<file path="src/hdl/shril_pkg.sv">
// shared types and constants for the sorted hash index range lookup block
// no dependencies; used by the controller, datapath, top level and checker
package shril_pkg;

    localparam int DEPTH = 64;
    localparam int AW    = (DEPTH > 1) ? $clog2(DEPTH) : 1;
    localparam int CW    = $clog2(DEPTH + 1);
    localparam int HW    = 32;
    localparam int OW    = 32;
    localparam int POS_W = 6;

    localparam logic [1:0] CMD_CLEAR  = 2'd0;
    localparam logic [1:0] CMD_INSERT = 2'd1;
    localparam logic [1:0] CMD_LOOKUP = 2'd2;

    localparam logic [1:0] STAT_OK   = 2'd0;
    localparam logic [1:0] STAT_MISS = 2'd1;
    localparam logic [1:0] STAT_FULL = 2'd2;

    typedef enum logic [3:0] {
        S_IDLE,
        S_DECODE,
        S_PROBE,
        S_CMP,
        S_SHIFT_RD,
        S_SHIFT_WR,
        S_CHK,
        S_LOOK,
        S_HIT_LAST,
        S_MISS,
        S_FULL,
        S_CLR,
        S_INS_RES
    } t_state;

    typedef enum logic [1:0] {
        RD_MID,
        RD_LO,
        RD_LO_NEXT,
        RD_SHIFT
    } t_rd_sel;

    typedef enum logic [2:0] {
        RES_CLR,
        RES_INS,
        RES_MISS,
        RES_FULL,
        RES_HIT
    } t_res;

    typedef struct packed {
        logic    cap;
        logic    clr;
        logic    s_init;
        logic    s_upd;
        logic    rd_en;
        t_rd_sel rd_sel;
        logic    sh_init;
        logic    sh_wr;
        logic    ins_wr;
        logic    hold;
        logic    lo_inc;
        logic    emit;
        t_res    res;
        logic    last;
    } t_dp_cmd;

    typedef struct packed {
        logic [1:0] cmd;
        logic       lo_lt_hi;
        logic       full;
        logic       at_end;
        logic       nxt_end;
        logic       eq;
        logic       out_free;
    } t_dp_sts;

endpackage

</file>
<file path="src/hdl/shril_ctrl.sv">
// controller state machine: sequences search, shift, group scan and result issue
// depends on shril_pkg
module shril_ctrl (
    input  logic                i_clk,
    input  logic                i_rst_n,
    input  logic                i_valid,
    output logic                o_stall,
    input  shril_pkg::t_dp_sts  i_sts,
    output shril_pkg::t_dp_cmd  o_ctl
);

    shril_pkg::t_state r_state, n_state;

    always_ff @(posedge i_clk) begin
        if (!i_rst_n) begin
            r_state <= shril_pkg::S_IDLE;
        end else begin
            r_state <= n_state;
        end
    end

    always_comb begin
        n_state = r_state;
        o_ctl   = '0;
        o_ctl.rd_sel = shril_pkg::RD_LO;
        o_ctl.res    = shril_pkg::RES_MISS;
        o_stall = (r_state != shril_pkg::S_IDLE);
        case (r_state)
            shril_pkg::S_IDLE: begin
                if (i_valid) begin
                    o_ctl.cap = 1'b1;
                    n_state   = shril_pkg::S_DECODE;
                end
            end
            shril_pkg::S_DECODE: begin
                case (i_sts.cmd)
                    shril_pkg::CMD_CLEAR: begin
                        n_state = shril_pkg::S_CLR;
                    end
                    shril_pkg::CMD_INSERT: begin
                        if (i_sts.full) begin
                            n_state = shril_pkg::S_FULL;
                        end else begin
                            o_ctl.s_init = 1'b1;
                            n_state      = shril_pkg::S_PROBE;
                        end
                    end
                    shril_pkg::CMD_LOOKUP: begin
                        o_ctl.s_init = 1'b1;
                        n_state      = shril_pkg::S_PROBE;
                    end
                    default: begin
                        n_state = shril_pkg::S_IDLE;
                    end
                endcase
            end
            shril_pkg::S_PROBE: begin
                if (i_sts.lo_lt_hi) begin
                    o_ctl.rd_en  = 1'b1;
                    o_ctl.rd_sel = shril_pkg::RD_MID;
                    n_state      = shril_pkg::S_CMP;
                end else if (i_sts.cmd == shril_pkg::CMD_INSERT) begin
                    o_ctl.sh_init = 1'b1;
                    n_state       = shril_pkg::S_SHIFT_RD;
                end else if (i_sts.at_end) begin
                    n_state = shril_pkg::S_MISS;
                end else begin
                    o_ctl.rd_en  = 1'b1;
                    o_ctl.rd_sel = shril_pkg::RD_LO;
                    n_state      = shril_pkg::S_CHK;
                end
            end
            shril_pkg::S_CMP: begin
                o_ctl.s_upd = 1'b1;
                n_state     = shril_pkg::S_PROBE;
            end
            shril_pkg::S_SHIFT_RD: begin
                if (i_sts.lo_lt_hi) begin
                    o_ctl.rd_en  = 1'b1;
                    o_ctl.rd_sel = shril_pkg::RD_SHIFT;
                    n_state      = shril_pkg::S_SHIFT_WR;
                end else begin
                    o_ctl.ins_wr = 1'b1;
                    n_state      = shril_pkg::S_INS_RES;
                end
            end
            shril_pkg::S_SHIFT_WR: begin
                o_ctl.sh_wr = 1'b1;
                n_state     = shril_pkg::S_SHIFT_RD;
            end
            shril_pkg::S_CHK: begin
                if (!i_sts.eq) begin
                    n_state = shril_pkg::S_MISS;
                end else begin
                    o_ctl.hold = 1'b1;
                    if (i_sts.nxt_end) begin
                        n_state = shril_pkg::S_HIT_LAST;
                    end else begin
                        o_ctl.rd_en  = 1'b1;
                        o_ctl.rd_sel = shril_pkg::RD_LO_NEXT;
                        n_state      = shril_pkg::S_LOOK;
                    end
                end
            end
            shril_pkg::S_LOOK: begin
                if (i_sts.out_free) begin
                    o_ctl.emit = 1'b1;
                    o_ctl.res  = shril_pkg::RES_HIT;
                    o_ctl.last = ~i_sts.eq;
                    if (i_sts.eq) begin
                        o_ctl.lo_inc = 1'b1;
                        o_ctl.rd_en  = 1'b1;
                        o_ctl.rd_sel = shril_pkg::RD_LO_NEXT;
                        n_state      = shril_pkg::S_CHK;
                    end else begin
                        n_state = shril_pkg::S_IDLE;
                    end
                end
            end
            shril_pkg::S_HIT_LAST: begin
                if (i_sts.out_free) begin
                    o_ctl.emit = 1'b1;
                    o_ctl.res  = shril_pkg::RES_HIT;
                    o_ctl.last = 1'b1;
                    n_state    = shril_pkg::S_IDLE;
                end
            end
            shril_pkg::S_MISS: begin
                if (i_sts.out_free) begin
                    o_ctl.emit = 1'b1;
                    o_ctl.res  = shril_pkg::RES_MISS;
                    o_ctl.last = 1'b1;
                    n_state    = shril_pkg::S_IDLE;
                end
            end
            shril_pkg::S_FULL: begin
                if (i_sts.out_free) begin
                    o_ctl.emit = 1'b1;
                    o_ctl.res  = shril_pkg::RES_FULL;
                    o_ctl.last = 1'b1;
                    n_state    = shril_pkg::S_IDLE;
                end
            end
            shril_pkg::S_CLR: begin
                if (i_sts.out_free) begin
                    o_ctl.clr  = 1'b1;
                    o_ctl.emit = 1'b1;
                    o_ctl.res  = shril_pkg::RES_CLR;
                    o_ctl.last = 1'b1;
                    n_state    = shril_pkg::S_IDLE;
                end
            end
            shril_pkg::S_INS_RES: begin
                if (i_sts.out_free) begin
                    o_ctl.emit = 1'b1;
                    o_ctl.res  = shril_pkg::RES_INS;
                    o_ctl.last = 1'b1;
                    n_state    = shril_pkg::S_IDLE;
                end
            end
            default: begin
                n_state = shril_pkg::S_IDLE;
            end
        endcase
    end

endmodule

</file>
<file path="config.mk">
export PLATFORM = sky130hd
export DESIGN_NAME = shril_ctrl
export DESIGN_NICKNAME = d
export VERILOG_FILES = /design/src/hdl/shril_pkg.sv /design/src/hdl/shril_ctrl.sv
export SDC_FILE = /design/constraint.sdc
export NUM_CORES = 1
export LEC_CHECK = 0
export BUFFER_PORTS_ARGS = -buffer_cell sky130_fd_sc_hd__buf_2
export CAP_MARGIN = 0
export CELL_PAD_IN_SITES_DETAIL_PLACEMENT = 0
export CELL_PAD_IN_SITES_GLOBAL_PLACEMENT = 1
export CORE_ASPECT_RATIO = 0.9
export CORE_MARGIN = 8
export CORE_UTILIZATION = 34
export CTS_BUF_LIST = sky130_fd_sc_hd__clkbuf_8
export CTS_CLUSTER_SIZE = 8
export DETAILED_ROUTE_END_ITERATION = 8
export PLACE_DENSITY_LB_ADDON = 0.1
export SLEW_MARGIN = 20
export SYNTH_ARGS = -nofsm -noshare
export SYNTH_HDL_FRONTEND = slang
export SYNTH_SLANG_ARGS = --single-unit
</file>
<file path="constraint.sdc">
create_clock -name i_clk -period 1.91 [get_ports i_clk]
set_clock_uncertainty 0.05 [all_clocks]
set_input_delay 0.382 -clock i_clk [delete_from_list [all_inputs] [get_ports i_clk]]
set_output_delay 0.382 -clock i_clk [all_outputs]
set_load 0.005 [all_outputs]
</file>
==> summary.md <==
| Metric | Value |
|---|---|
| Status | `finished, final reports clean` |
| Syn_nets | `124` |
| First-pass GRT wire length | `4080 um` |
| Post-DP Area | `991 um^2` |
| Synth unique cells | `41` |
| H-tree levels | `1` |
| Worst reg2reg path depth | `7` |
| DR iter-0 viols | `38` |
| Clock buffer depth | `2` |
| Max frequency | `536 MHz` |
| Largest net degree at the start of global routing | `14` |
| Clock transition at the registers of the reported paths | `0.03 ns` |
| CTS hold repair buffers | `0` |
| CTS sink count | `4` |
| Final setup vio count | `0` |
| Synth Instances | `108` |
| Worst setup endpoint | `o_ctl[10]` |
| HP Class | `in -> reg` |
| Syn. warnings | `0` |
| Leak | `0.536 nW` |
| Largest register FFs | `4` |
| Post-layout minimum cycle time | `1.87 ns` |
| Top reg by flops | `r_state` |
| Max VDD drop | `788 uV` |
| Power density over the cells | `roughly 1000 nW/um^2` |
| Biggest regs | `r_state (4)` |
| Full die area | `3940 um^2` |
| Pre-antenna DRT Iters | `4` |
| RSZ-0062 raised after global routing | `true` |
| Slew Limit Fails | `0` |
| Crit. End Element | `output port` |
| PortBufs | `28` |
| Final ANT Viol Nets | `0` |
| WP data required | `1.48 ns` |
| Max-slew headroom | `79.9%` |
| Layout cells sized above 1 | `43.7%` |
| CP Launch Type | `primary input` |
| CP Max Fanout | `3` |
| IO Count | `29` |
| Die width | `65.3 um` |
| Fraction of registers with async set/reset | `0%` |
| Core box area | `2120 um^2` |
| Least-Margin Pin Slew | `0.301 ns` |
| Register area share after synthesis | `10.8%` |
| Reg2Reg Setup Slack | `between 0.3 and 0.4 ns` |
| Vias | `934` |
| Num CTS Buffers | `3` |
| Yosys top cell by area | `dfxtp_1` |
| Setup TNS | `0 ns` |
| Grt ovf | `0` |
| Final Hold Fails | `0` |
| Mux cell area share after synthesis | `1.34%` |
| R2R Path Start | `r_state[2]$_SDFFE_PN0P_` |
| Leading post-synthesis cells by cell area | `dfxtp_1 11%, ha_1 8.4%, nand2_1 6.6%` |
| Top cell type's share of synthesized area | `a little over a tenth` |
| Synth Area in XOR/XNOR | `1.18%` |
| Non-filler cells, final | `about 180` |
| Fin util | `52.1%` |
| Slowest-stage cell, CP | `or4b_1` |
| Netlist Area Pre-Place | `around 740 um^2` |
| Row cnt | `16` |
| TritonCTS clock tree | `yes` |
| Clock Tree Root | `clkbuf_8` |
| Final #Nets | `~170` |
| Top Usage Layer GRT | `met2` |
| Total GRT Usage | `12.9%` |
| Drt wl/cell | `14.1 um` |
| Number of global-route vias before repair | `900` |
| Hold_ws | `0.375 ns` |
| Final period utilization | `97.7%` |
| Largest family of logic cells by synthesized area | `simple AND/OR/NAND/NOR gates` |
| Yosys reg bits | `4` |
| R2R Path End | `r_state[1]$_SDFFE_PN0P_` |
| Final Cell Area | `1100 um^2` |
| Clk_lat worst skew | `0.22 ns` |
| Placed cells | `171` |
| Max_cap viols | `0` |
| Starting Density | `35.1%` |
| Post-synthesis compound-gate area fraction | `around a third` |
| CP startpoint | `i_sts[2]` |
| DPL Wire Length | `around 2000 um` |
| Max stage delay on crit path | `roughly 0.50 ns` |
| Post-synth top flop | `dfxtp_1` |
| Drt drc | `0` |
| Crit Path Class | `in -> out` |
| Inserted Diodes | `0` |
| Post-Route WL | `2520 um` |
| Initial antenna violation count | `0` |
| Fraction of the mapped netlist area in adder cells | `8.40%` |
| Met3 Usage GRT | `about 4.6%` |
| CP arrival | `roughly 1.4 ns` |
| Met1 GRT Util | `14.3%` |
| Post-Syn Area per Cell | `6.89 um^2` |
| Chip Height | `approximately 60 um` |
| Final GP Congestion | `0.821` |
| Met2 GRT Util | `21.6%` |
| Most used cell, CP | `buf_2` |
| Area grow syn2layout | `48.4%` |
| Post-synth EDFFs | `0` |
| Vias per inst | `5.25` |
| Post-synthesis simple-gate area fraction | `35.1%` |
| Critical path cell sequence | `buf_2 > nand2b_4 > a21oi_2 > a41oi_1 > or4b_1 > buf_2` |
## cell families (layout without fill, tap and decap cells)
logic type | after synthesis | in the layout
and+or+nand+nor | 49 | 49
DFF | 4 | 4
buffers and inverters | 16 | 59
xor gates and xnor gates | 1 | 1
AOI/OAI and AO/OA | 32 | 32
muxes | 1 | 1
adders and majority gates | 5 | 5
## layout by cell type, fill, tap and decap left out, types with 2 or more instances in the layout
| cell type | n |
|---|---|
| nor3_1 | 4 |
| and2_1 | 2 |
| dfxtp_2 | 2 |
| o41ai_2 | 2 |
| nand3_1 | 3 |
| nand2_1 | 13 |
| o21ai_1 | 2 |
| dfxtp_4 | 2 |
| nand2b_1 | 4 |
| ha_1 | 5 |
| o21ai_0 | 5 |
| clkbuf_8 | 3 |
| a21oi_1 | 7 |
| and3_1 | 3 |
| inv_1 | 8 |
| nor2b_1 | 3 |
| buf_4 | 20 |
| buf_2 | 28 |
| nor2_1 | 7 |
| a21boi_0 | 2 |
## report_power, final
group / total [W] / switching [W] / internal [W]
Sequential: 0.000236 / 0.000109 / 0.000128
Clock: 0.000178 / 0.0000436 / 0.000134
Combinational: 0.000735 / 0.000360 / 0.000375
Total: 0.00115 / 0.000512 / 0.000637
## critical path, delay by kind of cell
| family | cells | cell delay, ns |
|---|---|---|
| buffers and inverters | 2 | 0.25 |
| AOI/OAI and AO/OA | 2 | 0.16 |
| and+or+nand+nor | 2 | 0.64 |
## how the worst min path moves through the flow
stage / from / end / slack, ns / cells past startpoint
final: i_rst_n / r_state[3]$_SDFFE_PN0P_ / 0.37 / 2
after global routing: i_rst_n / r_state[3]$_SDFFE_PN0P_ / 0.39 / 2
after CTS: i_rst_n / r_state[3]$_SDFFE_PN0P_ / 0.38 / 2
after detailed placement: i_rst_n / r_state[3]$_SDFFE_PN0P_ / 0.61 / 2
after global placement: i_rst_n / r_state[3]$_SDFFE_PN0P_ / 0.61 / 2
after floorplan: i_rst_n / r_state[3]$_SDFFE_PN0P_ / 0.46 / 1
## final cells by class
class                      instances  area [um^2]
clock buffer                       3         41.3
fill                             231         1020
inverter                           8         30.0
multi-input combinational         88          619
sequential                         4         90.1
tap                               27         33.8
timing repair buffer              48          290
## through the flow
step | worst slack [ns] | total power [W]
global route | -0.00991 | 0.00126
floorplan | 0.251 | 0.000634
global placement | 0.0344 | 0.000882
CTS | 0.00441 | 0.00108
detailed placement | 0.0116 | 0.000886
finish | 0.0437 | 0.00115
## repair_timing
action	in CTS	in global routing
resized for setup	4	9
pin swaps	0	2
setup endpoints to repair	11	11
setup buffers	1	3
## per-layer routing
metal,routed length [um],vias to the layer above
li1,-,474
met3,167,8
met4,65,0
met1,1140,423
met2,1150,29
met5,0,-
## synthesized netlist by cell type, types with 2 or more instances
| library cell | number |
|---|---|
| a21boi_0 | 2 |
| a21oi_1 | 8 |
| and2_1 | 2 |
| and3_1 | 3 |
| buf_2 | 5 |
| dfxtp_1 | 4 |
| ha_1 | 5 |
| inv_1 | 8 |
| nand2_1 | 13 |
| nand2b_1 | 5 |
| nand3_1 | 3 |
| nor2_1 | 9 |
| nor2b_1 | 4 |
| nor3_1 | 4 |
| o21ai_0 | 5 |
| o21ai_1 | 2 |
| o41ai_2 | 2 |
Note: power is estimated with default switching activity, not from simulation.
